==> src/hw/rtl/abhs_pkg.sv <==
// ----------------------------------------------------------------------------
// abhs_pkg: shared types and constants of the backlight smoother
// Register indexes, pipeline operation codes, fixed-point widths and the
// elapsed-time step coefficient used by the smoothing stage.
// ----------------------------------------------------------------------------
package abhs_pkg;

	localparam int SAMPLES_PER_TICK = 8;
	localparam int SAMPLE_W         = 12;
	localparam int SUM_W            = SAMPLE_W + $clog2(SAMPLES_PER_TICK + 1);
	localparam int LEVEL_W          = 8;
	localparam int FRAC_BITS        = 16;
	localparam int FX_W             = LEVEL_W + FRAC_BITS;
	localparam int TIME_W           = 32;
	localparam int INTERVAL_W       = 16;
	localparam int CFG_ADDR_W       = 3;
	localparam int CFG_DATA_W       = 16;

	// Step fraction: elapsed / 500 for elapsed below 500.
	localparam int                 FULL_STEP_MS = 500;
	localparam int                 E_W          = 9;
	// Coefficient ceil(e * 2^33 / 500); product with a 24-bit delta keeps the
	// truncated quotient exact since the error stays under 1/500.
	localparam int                 K_SHIFT      = 33;
	localparam int                 K_W          = 33;
	localparam logic [K_W:0]       STEP_K_INT   = 34'd17179869; // floor(2^31 / 125)
	localparam logic [13:0]        STEP_K_REM   = 14'd23;       // 2^31 mod 125
	localparam logic [13:0]        STEP_K_BIAS  = 14'd124;      // ceiling bias for /125
	localparam logic [28:0]        DIV125_MUL   = 29'd16778;    // ceil(2^21 / 125)
	localparam int                 DIV125_SHIFT = 21;

	localparam logic [LEVEL_W-1:0] LEVEL_MAX        = 8'd255;
	localparam logic [FX_W-1:0]    FX_HALF          = 24'h008000;
	localparam logic [FX_W-1:0]    LEVEL_RESET_FX   = 24'h640000;
	localparam logic [LEVEL_W-1:0] EMIT_RESET       = 8'd255;

	// Register reset values
	localparam logic                  AUTO_ENABLE_RST  = 1'b0;
	localparam logic [LEVEL_W-1:0]    START_LEVEL_RST  = 8'd100;
	localparam logic [LEVEL_W-1:0]    LEVEL_DARK_RST   = 8'd20;
	localparam logic [LEVEL_W-1:0]    LEVEL_LIGHT_RST  = 8'd100;
	localparam logic [SAMPLE_W-1:0]   DARK_ENTER_RST   = 12'd700;
	localparam logic [SAMPLE_W-1:0]   DARK_EXIT_RST    = 12'd400;
	localparam logic [INTERVAL_W-1:0] MIN_INTERVAL_RST = 16'd100;

	typedef enum logic [CFG_ADDR_W-1:0] {
		REG_AUTO_ENABLE  = 3'd0,
		REG_START_LEVEL  = 3'd1,
		REG_LEVEL_DARK   = 3'd2,
		REG_LEVEL_LIGHT  = 3'd3,
		REG_DARK_ENTER   = 3'd4,
		REG_DARK_EXIT    = 3'd5,
		REG_MIN_INTERVAL = 3'd6
	} cfg_idx_t;

	typedef enum logic [1:0] {
		OP_NONE,  // bubble or dropped tick
		OP_LOAD,  // start tick: load level from start_level
		OP_STEP,  // partial move toward target
		OP_FULL   // jump to target
	} op_t;

	function automatic logic [K_W-1:0] step_coef(input logic [E_W-1:0] e);
		logic [K_W:0] base;
		logic [13:0]  rem;
		logic [28:0]  rq;
		base = {{(K_W + 1 - E_W){1'b0}}, e} * STEP_K_INT;
		rem  = {5'd0, e} * STEP_K_REM + STEP_K_BIAS;
		rq   = {15'd0, rem} * DIV125_MUL;
		return K_W'(base + {{(K_W + 1 - 8){1'b0}}, rq[DIV125_SHIFT +: 8]});
	endfunction

endpackage

==> src/hw/rtl/auto_backlight_hysteresis_smoother.sv <==
// ----------------------------------------------------------------------------
// auto_backlight_hysteresis_smoother: ambient light backlight controller
// Averages light samples per tick, keeps a dark/light hysteresis flag and
// glides an 8.16 level toward the chosen target, emitting changes only.
// ----------------------------------------------------------------------------
// Usage:
//   Input channel (in_valid/in_ready) carries one tick word: now_ms and eight
//   12-bit light samples. Output channel (out_valid/out_ready) carries a new
//   rounded backlight_level word, only when the rounded level changes, so a
//   tick yields zero or one output word.
//   The config port writes one register per cycle with cfg_wr_en; write only
//   while the block is idle (no ticks in flight).
// Path: a word accepted at the input is carried through the input register,
//   decision stage, coefficient stage and level stage to the output register.
// Throughput: one tick per cycle unless an output word waits; the level
//   recurrence closes in the last stage (one 24x33 multiply plus add), the
//   timestamp/flag recurrence in the decision stage.
// Reset: registers return to their documented defaults, the smoother is
//   unstarted, level is 100.0 and the last emitted level reads as 255.
// Stall: while an output word waits with out_ready low the whole pipeline
//   holds and in_ready drops; it resumes the cycle the word is taken.
// ----------------------------------------------------------------------------
module auto_backlight_hysteresis_smoother (
	input  logic                                 clk,
	input  logic                                 arst_n,
	// configuration
	input  logic                                 cfg_wr_en,
	input  logic [abhs_pkg::CFG_ADDR_W-1:0]      cfg_addr,
	input  logic [abhs_pkg::CFG_DATA_W-1:0]      cfg_wdata,
	// tick input
	input  logic                                 in_valid,
	output logic                                 in_ready,
	input  logic [abhs_pkg::TIME_W-1:0]          now_ms,
	input  logic [abhs_pkg::SAMPLE_W-1:0]        sample_0,
	input  logic [abhs_pkg::SAMPLE_W-1:0]        sample_1,
	input  logic [abhs_pkg::SAMPLE_W-1:0]        sample_2,
	input  logic [abhs_pkg::SAMPLE_W-1:0]        sample_3,
	input  logic [abhs_pkg::SAMPLE_W-1:0]        sample_4,
	input  logic [abhs_pkg::SAMPLE_W-1:0]        sample_5,
	input  logic [abhs_pkg::SAMPLE_W-1:0]        sample_6,
	input  logic [abhs_pkg::SAMPLE_W-1:0]        sample_7,
	// level output
	output logic                                 out_valid,
	input  logic                                 out_ready,
	output logic [abhs_pkg::LEVEL_W-1:0]         backlight_level
);

	// ---------------- configuration registers ----------------
	logic                                auto_enable_q;
	logic [abhs_pkg::LEVEL_W-1:0]        start_level_q;
	logic [abhs_pkg::LEVEL_W-1:0]        level_dark_q;
	logic [abhs_pkg::LEVEL_W-1:0]        level_light_q;
	logic [abhs_pkg::SAMPLE_W-1:0]       dark_enter_q;
	logic [abhs_pkg::SAMPLE_W-1:0]       dark_exit_q;
	logic [abhs_pkg::INTERVAL_W-1:0]     min_interval_q;

	always_ff @(posedge clk or negedge arst_n) begin
		if (!arst_n) begin
			auto_enable_q  <= abhs_pkg::AUTO_ENABLE_RST;
			start_level_q  <= abhs_pkg::START_LEVEL_RST;
			level_dark_q   <= abhs_pkg::LEVEL_DARK_RST;
			level_light_q  <= abhs_pkg::LEVEL_LIGHT_RST;
			dark_enter_q   <= abhs_pkg::DARK_ENTER_RST;
			dark_exit_q    <= abhs_pkg::DARK_EXIT_RST;
			min_interval_q <= abhs_pkg::MIN_INTERVAL_RST;
		end else if (cfg_wr_en) begin
			// writes beyond the register list are dropped
			unique case (cfg_addr)
				abhs_pkg::REG_AUTO_ENABLE:  auto_enable_q  <= cfg_wdata[0];
				abhs_pkg::REG_START_LEVEL:  start_level_q  <= cfg_wdata[abhs_pkg::LEVEL_W-1:0];
				abhs_pkg::REG_LEVEL_DARK:   level_dark_q   <= cfg_wdata[abhs_pkg::LEVEL_W-1:0];
				abhs_pkg::REG_LEVEL_LIGHT:  level_light_q  <= cfg_wdata[abhs_pkg::LEVEL_W-1:0];
				abhs_pkg::REG_DARK_ENTER:   dark_enter_q   <= cfg_wdata[abhs_pkg::SAMPLE_W-1:0];
				abhs_pkg::REG_DARK_EXIT:    dark_exit_q    <= cfg_wdata[abhs_pkg::SAMPLE_W-1:0];
				abhs_pkg::REG_MIN_INTERVAL: min_interval_q <= cfg_wdata;
				default: ;
			endcase
		end
	end

	// ---------------- pipeline flow ----------------
	// All stages move together; they hold only while an output word waits.
	logic advance;
	assign advance  = !out_valid || out_ready;
	assign in_ready = advance;

	// ---------------- input register ----------------
	logic                                valid_s1;
	logic [abhs_pkg::TIME_W-1:0]         now_s1;
	logic [abhs_pkg::SAMPLE_W-1:0]       samp_s1 [abhs_pkg::SAMPLES_PER_TICK];
	logic [abhs_pkg::SAMPLE_W-1:0]       samp_in [8];

	assign samp_in[0] = sample_0;
	assign samp_in[1] = sample_1;
	assign samp_in[2] = sample_2;
	assign samp_in[3] = sample_3;
	assign samp_in[4] = sample_4;
	assign samp_in[5] = sample_5;
	assign samp_in[6] = sample_6;
	assign samp_in[7] = sample_7;

	always_ff @(posedge clk or negedge arst_n) begin
		if (!arst_n) begin
			valid_s1 <= 1'b0;
		end else if (advance) begin
			valid_s1 <= in_valid;
		end
	end

	always_ff @(posedge clk) begin
		if (advance && in_valid) begin
			now_s1 <= now_ms;
			for (int i = 0; i < abhs_pkg::SAMPLES_PER_TICK; i++) begin
				samp_s1[i] <= samp_in[i];
			end
		end
	end

	// ---------------- decision stage ----------------
	// Gating (auto mode, start tick, interval), average and hysteresis flag.
	logic                                started_q;
	logic                                dark_q;
	logic [abhs_pkg::TIME_W-1:0]         last_tick_q;

	logic [abhs_pkg::TIME_W-1:0]         elapsed;
	logic                                too_soon;
	logic                                full_step;
	logic [abhs_pkg::SUM_W-1:0]          sample_sum;
	logic [abhs_pkg::SAMPLE_W-1:0]       avg;
	logic                                dark_next;
	abhs_pkg::op_t                       op_a;
	logic [abhs_pkg::LEVEL_W-1:0]        tgt_a;

	always_comb begin
		sample_sum = '0;
		for (int i = 0; i < abhs_pkg::SAMPLES_PER_TICK; i++) begin
			sample_sum = sample_sum + abhs_pkg::SUM_W'(samp_s1[i]);
		end
	end

	assign avg       = abhs_pkg::SAMPLE_W'(sample_sum / abhs_pkg::SAMPLES_PER_TICK);
	assign elapsed   = now_s1 - last_tick_q;
	assign too_soon  = elapsed < abhs_pkg::TIME_W'(min_interval_q);
	assign full_step = elapsed >= abhs_pkg::TIME_W'(abhs_pkg::FULL_STEP_MS);

	// only one of the two thresholds applies per tick
	always_comb begin
		dark_next = dark_q;
		if (!dark_q && avg > dark_enter_q) begin
			dark_next = 1'b1;
		end else if (dark_q && avg < dark_exit_q) begin
			dark_next = 1'b0;
		end
	end

	always_comb begin
		op_a  = abhs_pkg::OP_NONE;
		tgt_a = dark_next ? level_dark_q : level_light_q;
		priority if (!valid_s1 || !auto_enable_q) begin
			op_a = abhs_pkg::OP_NONE;
		end else if (!started_q) begin
			op_a  = abhs_pkg::OP_LOAD;
			tgt_a = start_level_q;
		end else if (too_soon) begin
			op_a = abhs_pkg::OP_NONE;
		end else if (full_step) begin
			op_a = abhs_pkg::OP_FULL;
		end else begin
			op_a = abhs_pkg::OP_STEP;
		end
	end

	always_ff @(posedge clk or negedge arst_n) begin
		if (!arst_n) begin
			started_q   <= 1'b0;
			dark_q      <= 1'b0;
			last_tick_q <= '0;
		end else if (advance && valid_s1) begin
			if (!auto_enable_q) begin
				started_q <= 1'b0;
			end else if (!started_q) begin
				started_q   <= 1'b1;
				last_tick_q <= now_s1;
			end else if (!too_soon) begin
				last_tick_q <= now_s1;
				dark_q      <= dark_next;
			end
		end
	end

	// ---------------- coefficient stage ----------------
	abhs_pkg::op_t                       op_s2;
	logic [abhs_pkg::LEVEL_W-1:0]        tgt_s2;
	logic [abhs_pkg::E_W-1:0]            e_s2;

	always_ff @(posedge clk or negedge arst_n) begin
		if (!arst_n) begin
			op_s2 <= abhs_pkg::OP_NONE;
		end else if (advance) begin
			op_s2 <= op_a;
		end
	end

	always_ff @(posedge clk) begin
		if (advance) begin
			tgt_s2 <= tgt_a;
			e_s2   <= elapsed[abhs_pkg::E_W-1:0];
		end
	end

	abhs_pkg::op_t                       op_s3;
	logic [abhs_pkg::LEVEL_W-1:0]        tgt_s3;
	logic [abhs_pkg::K_W-1:0]            k_s3;

	always_ff @(posedge clk or negedge arst_n) begin
		if (!arst_n) begin
			op_s3 <= abhs_pkg::OP_NONE;
		end else if (advance) begin
			op_s3 <= op_s2;
		end
	end

	always_ff @(posedge clk) begin
		if (advance) begin
			tgt_s3 <= tgt_s2;
			k_s3   <= abhs_pkg::step_coef(e_s2);
		end
	end

	// ---------------- level stage ----------------
	logic [abhs_pkg::FX_W-1:0]           level_q;
	logic [abhs_pkg::LEVEL_W-1:0]        last_emit_q;
	logic [abhs_pkg::LEVEL_W-1:0]        out_level_q;
	logic                                out_valid_q;

	logic [abhs_pkg::FX_W-1:0]           tgt_fx;
	logic                                rising;
	logic [abhs_pkg::FX_W-1:0]           mag;
	logic [abhs_pkg::FX_W+abhs_pkg::K_W-1:0] prod;
	logic [abhs_pkg::FX_W-1:0]           delta;
	logic [abhs_pkg::FX_W-1:0]           level_next;
	logic [abhs_pkg::FX_W:0]             rnd_sum;
	logic [abhs_pkg::LEVEL_W-1:0]        rnd_level;
	logic                                do_move;

	assign tgt_fx  = {tgt_s3, {abhs_pkg::FRAC_BITS{1'b0}}};
	assign rising  = tgt_fx >= level_q;
	assign mag     = rising ? (tgt_fx - level_q) : (level_q - tgt_fx);
	assign prod    = {{abhs_pkg::K_W{1'b0}}, mag} * {{abhs_pkg::FX_W{1'b0}}, k_s3};
	assign delta   = prod[abhs_pkg::K_SHIFT +: abhs_pkg::FX_W];
	assign do_move = (op_s3 == abhs_pkg::OP_STEP) || (op_s3 == abhs_pkg::OP_FULL);

	always_comb begin
		unique case (op_s3)
			abhs_pkg::OP_FULL: level_next = tgt_fx;
			abhs_pkg::OP_STEP: level_next = rising ? (level_q + delta) : (level_q - delta);
			abhs_pkg::OP_LOAD: level_next = tgt_fx;
			default:           level_next = level_q;
		endcase
	end

	// round to nearest integer level, saturate at full scale
	assign rnd_sum   = {1'b0, level_next} + {1'b0, abhs_pkg::FX_HALF};
	assign rnd_level = (rnd_sum[abhs_pkg::FX_W:abhs_pkg::FRAC_BITS] >
			{1'b0, abhs_pkg::LEVEL_MAX}) ? abhs_pkg::LEVEL_MAX :
			rnd_sum[abhs_pkg::FRAC_BITS +: abhs_pkg::LEVEL_W];

	always_ff @(posedge clk or negedge arst_n) begin
		if (!arst_n) begin
			level_q     <= abhs_pkg::LEVEL_RESET_FX;
			last_emit_q <= abhs_pkg::EMIT_RESET;
			out_valid_q <= 1'b0;
		end else if (advance) begin
			level_q     <= level_next;
			out_valid_q <= 1'b0;
			if (do_move && rnd_level != last_emit_q) begin
				last_emit_q <= rnd_level;
				out_valid_q <= 1'b1;
			end
		end
	end

	always_ff @(posedge clk) begin
		if (advance && do_move) begin
			out_level_q <= rnd_level;
		end
	end

	assign out_valid       = out_valid_q;
	assign backlight_level = out_level_q;

endmodule

==> config.mk <==
export PLATFORM = sky130hd
export DESIGN_NAME = auto_backlight_hysteresis_smoother
export DESIGN_NICKNAME = d
export VERILOG_FILES = /design/src/hw/rtl/abhs_pkg.sv /design/src/hw/rtl/auto_backlight_hysteresis_smoother.sv
export SDC_FILE = /design/constraint.sdc
export NUM_CORES = 2
export LEC_CHECK = 0
export ABC_AREA = 0
export ABC_CLOCK_PERIOD_IN_PS = 14600
export BUFFER_PORTS_ARGS = -buffer_cell sky130_fd_sc_hd__buf_4
export CORE_MARGIN = 2
export CORE_UTILIZATION = 59
export CTS_CLUSTER_SIZE = 8
export DETAILED_ROUTE_END_ITERATION = 8
export GPL_TIMING_DRIVEN = 0
export HOLD_SLACK_MARGIN = 0.02
export PLACE_DENSITY = 0.79
export SETUP_SLACK_MARGIN = 0.02
export SLEW_MARGIN = 10
export SYNTH_ARGS = -nofsm -noshare
export SYNTH_HDL_FRONTEND = slang
export SYNTH_SLANG_ARGS = --single-unit
==> constraint.sdc <==
create_clock -name clk -period 14.6 [get_ports clk]
set_input_delay 2.19 -clock clk [delete_from_list [all_inputs] [get_ports clk]]
set_output_delay 2.19 -clock clk [all_outputs]
set_load 0.05 [all_outputs]
==> impl_summary.log <==
[metrics] run status: finished clean
[metrics] synthesis warning total: 0
[metrics] Synth top area share: 0.3301
[metrics] number of nets produced by synthesis: 6688
[metrics] standard cell core area: 85010 sq um
[metrics] Residual DRC: 0
[metrics] number of sinks handled by clock tree synthesis: 331
[metrics] width of the die: 296.6 um
[metrics] grt ovf: 0
[metrics] primary flip-flop cell chosen by synthesis mapping: sky130_fd_sc_hd__edfxtp_1
[metrics] clk slew on worst S/H paths: 60 ps
[metrics] number of optimization iterations in the first detailed-route pass: 6
[metrics] maximum clock path buffer count: 3
[metrics] FF-to-FF path depth: 59
[metrics] CP startpoint: level_q[2]
[metrics] post-DP HPWL: between 100000 and 150000 um
[metrics] # IOs: 162
[metrics] number of flops mapped to enable cells by yosys: 194
[metrics] Top cell by count, worst path: sky130_fd_sc_hd__fa_1
[metrics] setup-violating endpoint count in the final report: 0
[metrics] required time of the worst setup path: 15110 ps
[metrics] H-tree levels: 2
[metrics] average wire per cell in the routed design: roughly 21 um
[metrics] cell types with the largest area share after synthesis: sky130_fd_sc_hd__fa_1, sky130_fd_sc_hd__ha_1, sky130_fd_sc_hd__edfxtp_1, sky130_fd_sc_hd__inv_1, sky130_fd_sc_hd__dfrtp_1
[metrics] critical path class: flop to flop
[metrics] Final nets: about 7000
[metrics] Hold Path Class: flop to flop
[metrics] pre-CTS WS: -2668 ps
[metrics] Max Clock Freq: between 70 and 80 MHz
[metrics] period utilization: 0.9785
[metrics] vias in the first global route: between 30000 and 40000
[metrics] endpoint type of the worst setup path: flop
[metrics] total routing resource utilization after global routing: 0.3250
[metrics] largest net degree at the start of global routing: 90
[metrics] Final Slew Violations: 0
[metrics] mean instance size in the synthesized netlist: around 9.8 sq um
[metrics] Gate Count Post-Synth: 5174
[metrics] count of state elements after synthesis: 331
[metrics] library cell occupying the most area in the post-synthesis netlist: sky130_fd_sc_hd__fa_1
[metrics] DR iter-0 viols: 2693
[metrics] remaining antenna violation count: 0
[metrics] Final Routed Wirelength: 140200 um
[metrics] row cnt: 107
[metrics] total standard cell area after synthesis: 50520 sq um
[metrics] fraction of final layout cells sized beyond drive strength 1: 0.1164
[metrics] post-route setup slack: between 300 and 400 ps
[metrics] slowest stage cell, crit path: sky130_fd_sc_hd__fa_1
[metrics] final clock skew: approximately 32 ps
[metrics] data arrival at the endpoint of the critical path: 14800 ps
[metrics] count of vias placed by the detailed router: ~38000
[metrics] fraction of registers with async set/reset: 0.4139
[metrics] max-cap violation count: 0
[metrics] hold bufs inserted after CTS: 0
[metrics] post-route minimum period: 14290 ps
[metrics] startpoint kind of the worst setup timing path: flop
[metrics] area of the multi-input gates: 37260 sq um
[metrics] clock network latency to the later pin of the worst-skew pair: 590 ps
[metrics] number of vias per cell after detailed routing: 5.704
[metrics] sequential standard cell area: approximately 9300 sq um
[metrics] Rel. slew slack: 0.3825
[metrics] Reg2Reg Launch Point: level_q[2]
[metrics] number of filler instances in the final layout: 6491
[metrics] sequential-to-total area share from yosys stat: 0.1839
[metrics] die outline area: 87980 sq um
[metrics] Die Y: around 300 um
[metrics] critical path endpoint: last_emit_q[2]
[metrics] count of unique library cells instantiated by Yosys: 92
[metrics] setup slack of the worst register-to-register path: approximately 310 ps
[metrics] IO buf count: 159
[metrics] delay of the slowest critical-path stage: 650 ps
[metrics] number of antenna violations at the first check in global routing: 6
[metrics] number of endpoints with negative hold slack in the final report: 0
[metrics] total CTS buffers: 47
[metrics] Final GP Congestion: between 1 and 1.5
[metrics] slew at the pin closest to its max-slew limit: 926.2 ps
[metrics] starting density of the core: 0.5942
[metrics] global-route wire length before repair: 216800 um
[metrics] capture point of the worst reg-to-reg path: last_emit_q[2]
[metrics] largest driver fanout on the critical path: 10
[metrics] signed area change from the synthesized netlist to the final layout: 11.53%
[metrics] TritonCTS clock tree: yes
[metrics] root buffer cell: sky130_fd_sc_hd__clkbuf_16
[registers in the layout (all words and copies together) (netlist names), 2 cells and up]
name and flops:
min_interval_q 16, op_s3 2, level_light_q 8, dark_enter_q 12
now_s1 32, last_tick_q 32, tgt_s2 8, samp_s1 96
start_level_q 8, dark_exit_q 12, level_q 24, tgt_s3 8
op_s2 2, level_dark_q 8, k_s3 33, last_emit_q 8
backlight_level 8, e_s2 9
[placed cells by master, fill, tap and decap left out, drive strengths merged, types with 16 or more instances in the layout]
master / count
inv: 1145
fa: 833
nand2: 563
ha: 529
and2: 330
buf: 241
clkbuf: 237
edfxtp: 194
a21oi: 160
o21ai: 135
nor2: 118
dfrtp: 106
xnor2: 104
mux2: 96
nor2b: 84
a21o: 64
nor3: 51
xor2: 51
nand3: 35
nand2b: 34
dfstp: 31
o21bai: 30
o21a: 28
nand4: 20
and3: 19
a31oi: 18
or3: 16
[metal layers]
metal,track usage,up-vias,part of all wire
met5,0,-,0
met3,0.05746,489,0.083
met1,0.3939,18910,0.37
met4,0.2023,0,0.074
li1,-,16760,-
met2,0.5414,1662,0.48
[per-stage QoR]
| step | std cells | setup TNS [ps] | hold slack, ps | util | area [sq um] |
|---|---|---|---|---|---|
| after floorplan | 5174 | 0 | 400.3 | - | 50520 |
| after global placement | 6477 | -42600 | 402.6 | 0.6251 | 53140 |
| after detailed placement | 6482 | -44790 | 405.2 | 0.6271 | 53310 |
| after CTS | 6595 | 0 | 415.9 | 0.6526 | 55480 |
| after global routing | 6627 | -1012 | 424.1 | 0.6626 | 56330 |
| final | 6631 | 0 | 409.2 | 0.6627 | 56340 |
[worst max-delay path, delay by kind of cell (launching register included)]
| family | cells | cell delay, ps |
|---|---|---|
| xor+xnor | 6 | 1270 |
| simple gates | 17 | 3280 |
| fa+ha+maj | 10 | 4460 |
| buf+inv | 7 | 980 |
| mux | 2 | 580 |
| flops | 1 | 490 |
| compound gates | 17 | 3080 |
[synth_stat cells, types with 5 or more instances]
cell,count
sky130_fd_sc_hd__a2111oi_0,5
sky130_fd_sc_hd__a211oi_1,12
sky130_fd_sc_hd__a21boi_0,6
sky130_fd_sc_hd__a21o_1,64
sky130_fd_sc_hd__a21oi_1,156
sky130_fd_sc_hd__a221oi_1,10
sky130_fd_sc_hd__a22o_1,13
sky130_fd_sc_hd__a31o_2,6
sky130_fd_sc_hd__a31oi_1,18
sky130_fd_sc_hd__a41oi_1,8
sky130_fd_sc_hd__and2_1,330
sky130_fd_sc_hd__and3_1,19
sky130_fd_sc_hd__and4_1,5
sky130_fd_sc_hd__clkbuf_1,168
sky130_fd_sc_hd__dfrtp_1,106
sky130_fd_sc_hd__dfstp_2,31
sky130_fd_sc_hd__edfxtp_1,194
sky130_fd_sc_hd__fa_1,833
sky130_fd_sc_hd__ha_1,529
sky130_fd_sc_hd__inv_1,1144
sky130_fd_sc_hd__mux2_2,90
sky130_fd_sc_hd__mux2_4,6
sky130_fd_sc_hd__mux2i_1,12
sky130_fd_sc_hd__nand2_1,561
sky130_fd_sc_hd__nand2b_1,34
sky130_fd_sc_hd__nand3_1,35
sky130_fd_sc_hd__nand4_1,20
sky130_fd_sc_hd__nor2_1,118
sky130_fd_sc_hd__nor2b_1,84
sky130_fd_sc_hd__nor3_1,50
sky130_fd_sc_hd__nor3b_1,5
sky130_fd_sc_hd__nor4_1,10
sky130_fd_sc_hd__o2111ai_1,7
sky130_fd_sc_hd__o211ai_1,7
sky130_fd_sc_hd__o21a_1,28
sky130_fd_sc_hd__o21ai_0,131
sky130_fd_sc_hd__o21bai_1,30
sky130_fd_sc_hd__o22ai_1,6
sky130_fd_sc_hd__o31ai_1,8
sky130_fd_sc_hd__or2_2,9
sky130_fd_sc_hd__or3_1,16
sky130_fd_sc_hd__xnor2_1,103
sky130_fd_sc_hd__xor2_1,51
[kinds of logic after synthesis]
family	share of synthesized area
and+or+nand+nor	0.1298
AOI/OAI and AO/OA	0.07586
buffers and inverters	0.09800
xor gates and xnor gates	0.02702
muxes	0.02422
adders and majority gates	0.4611
DFF	0.1839
[how the worst min path moves through the flow]
stage               from         to  slack (ps)  cells past startpoint
2_1_floorplan  tgt_s2[0]  tgt_s3[0]         400                      0
3_3_place_gp   tgt_s2[0]  tgt_s3[0]         400                      0
3_5_place_dp   tgt_s2[3]  tgt_s3[3]         410                      0
4_1_cts        tgt_s2[6]  tgt_s3[6]         420                      0
5_1_grt        tgt_s2[6]  tgt_s3[6]         420                      0
6_report       tgt_s2[6]  tgt_s3[6]         410                      0
[timing repair]
action                                  CTS  global route
resized for setup                       125           154
pin swaps                                19            63
buffers inserted                         28            35
endpoints found under the setup margin   27            18
[final cells by class]
class	count	share of cell area
Multi-Input combinational cell	3527	0.6613
Sequential cell	331	0.1650
Inverter	1144	0.07628
Timing Repair Buffer	227	0.03351
Tap cell	1144	0.02541
Clock buffer	83	0.02345
Buffer	168	0.01366
Clock inverter	3	0.001244
Antenna cell	4	0.0001777
Power is not shown: default switching activity piles up to over one toggle a cycle in this logic, so the estimate is an artifact.
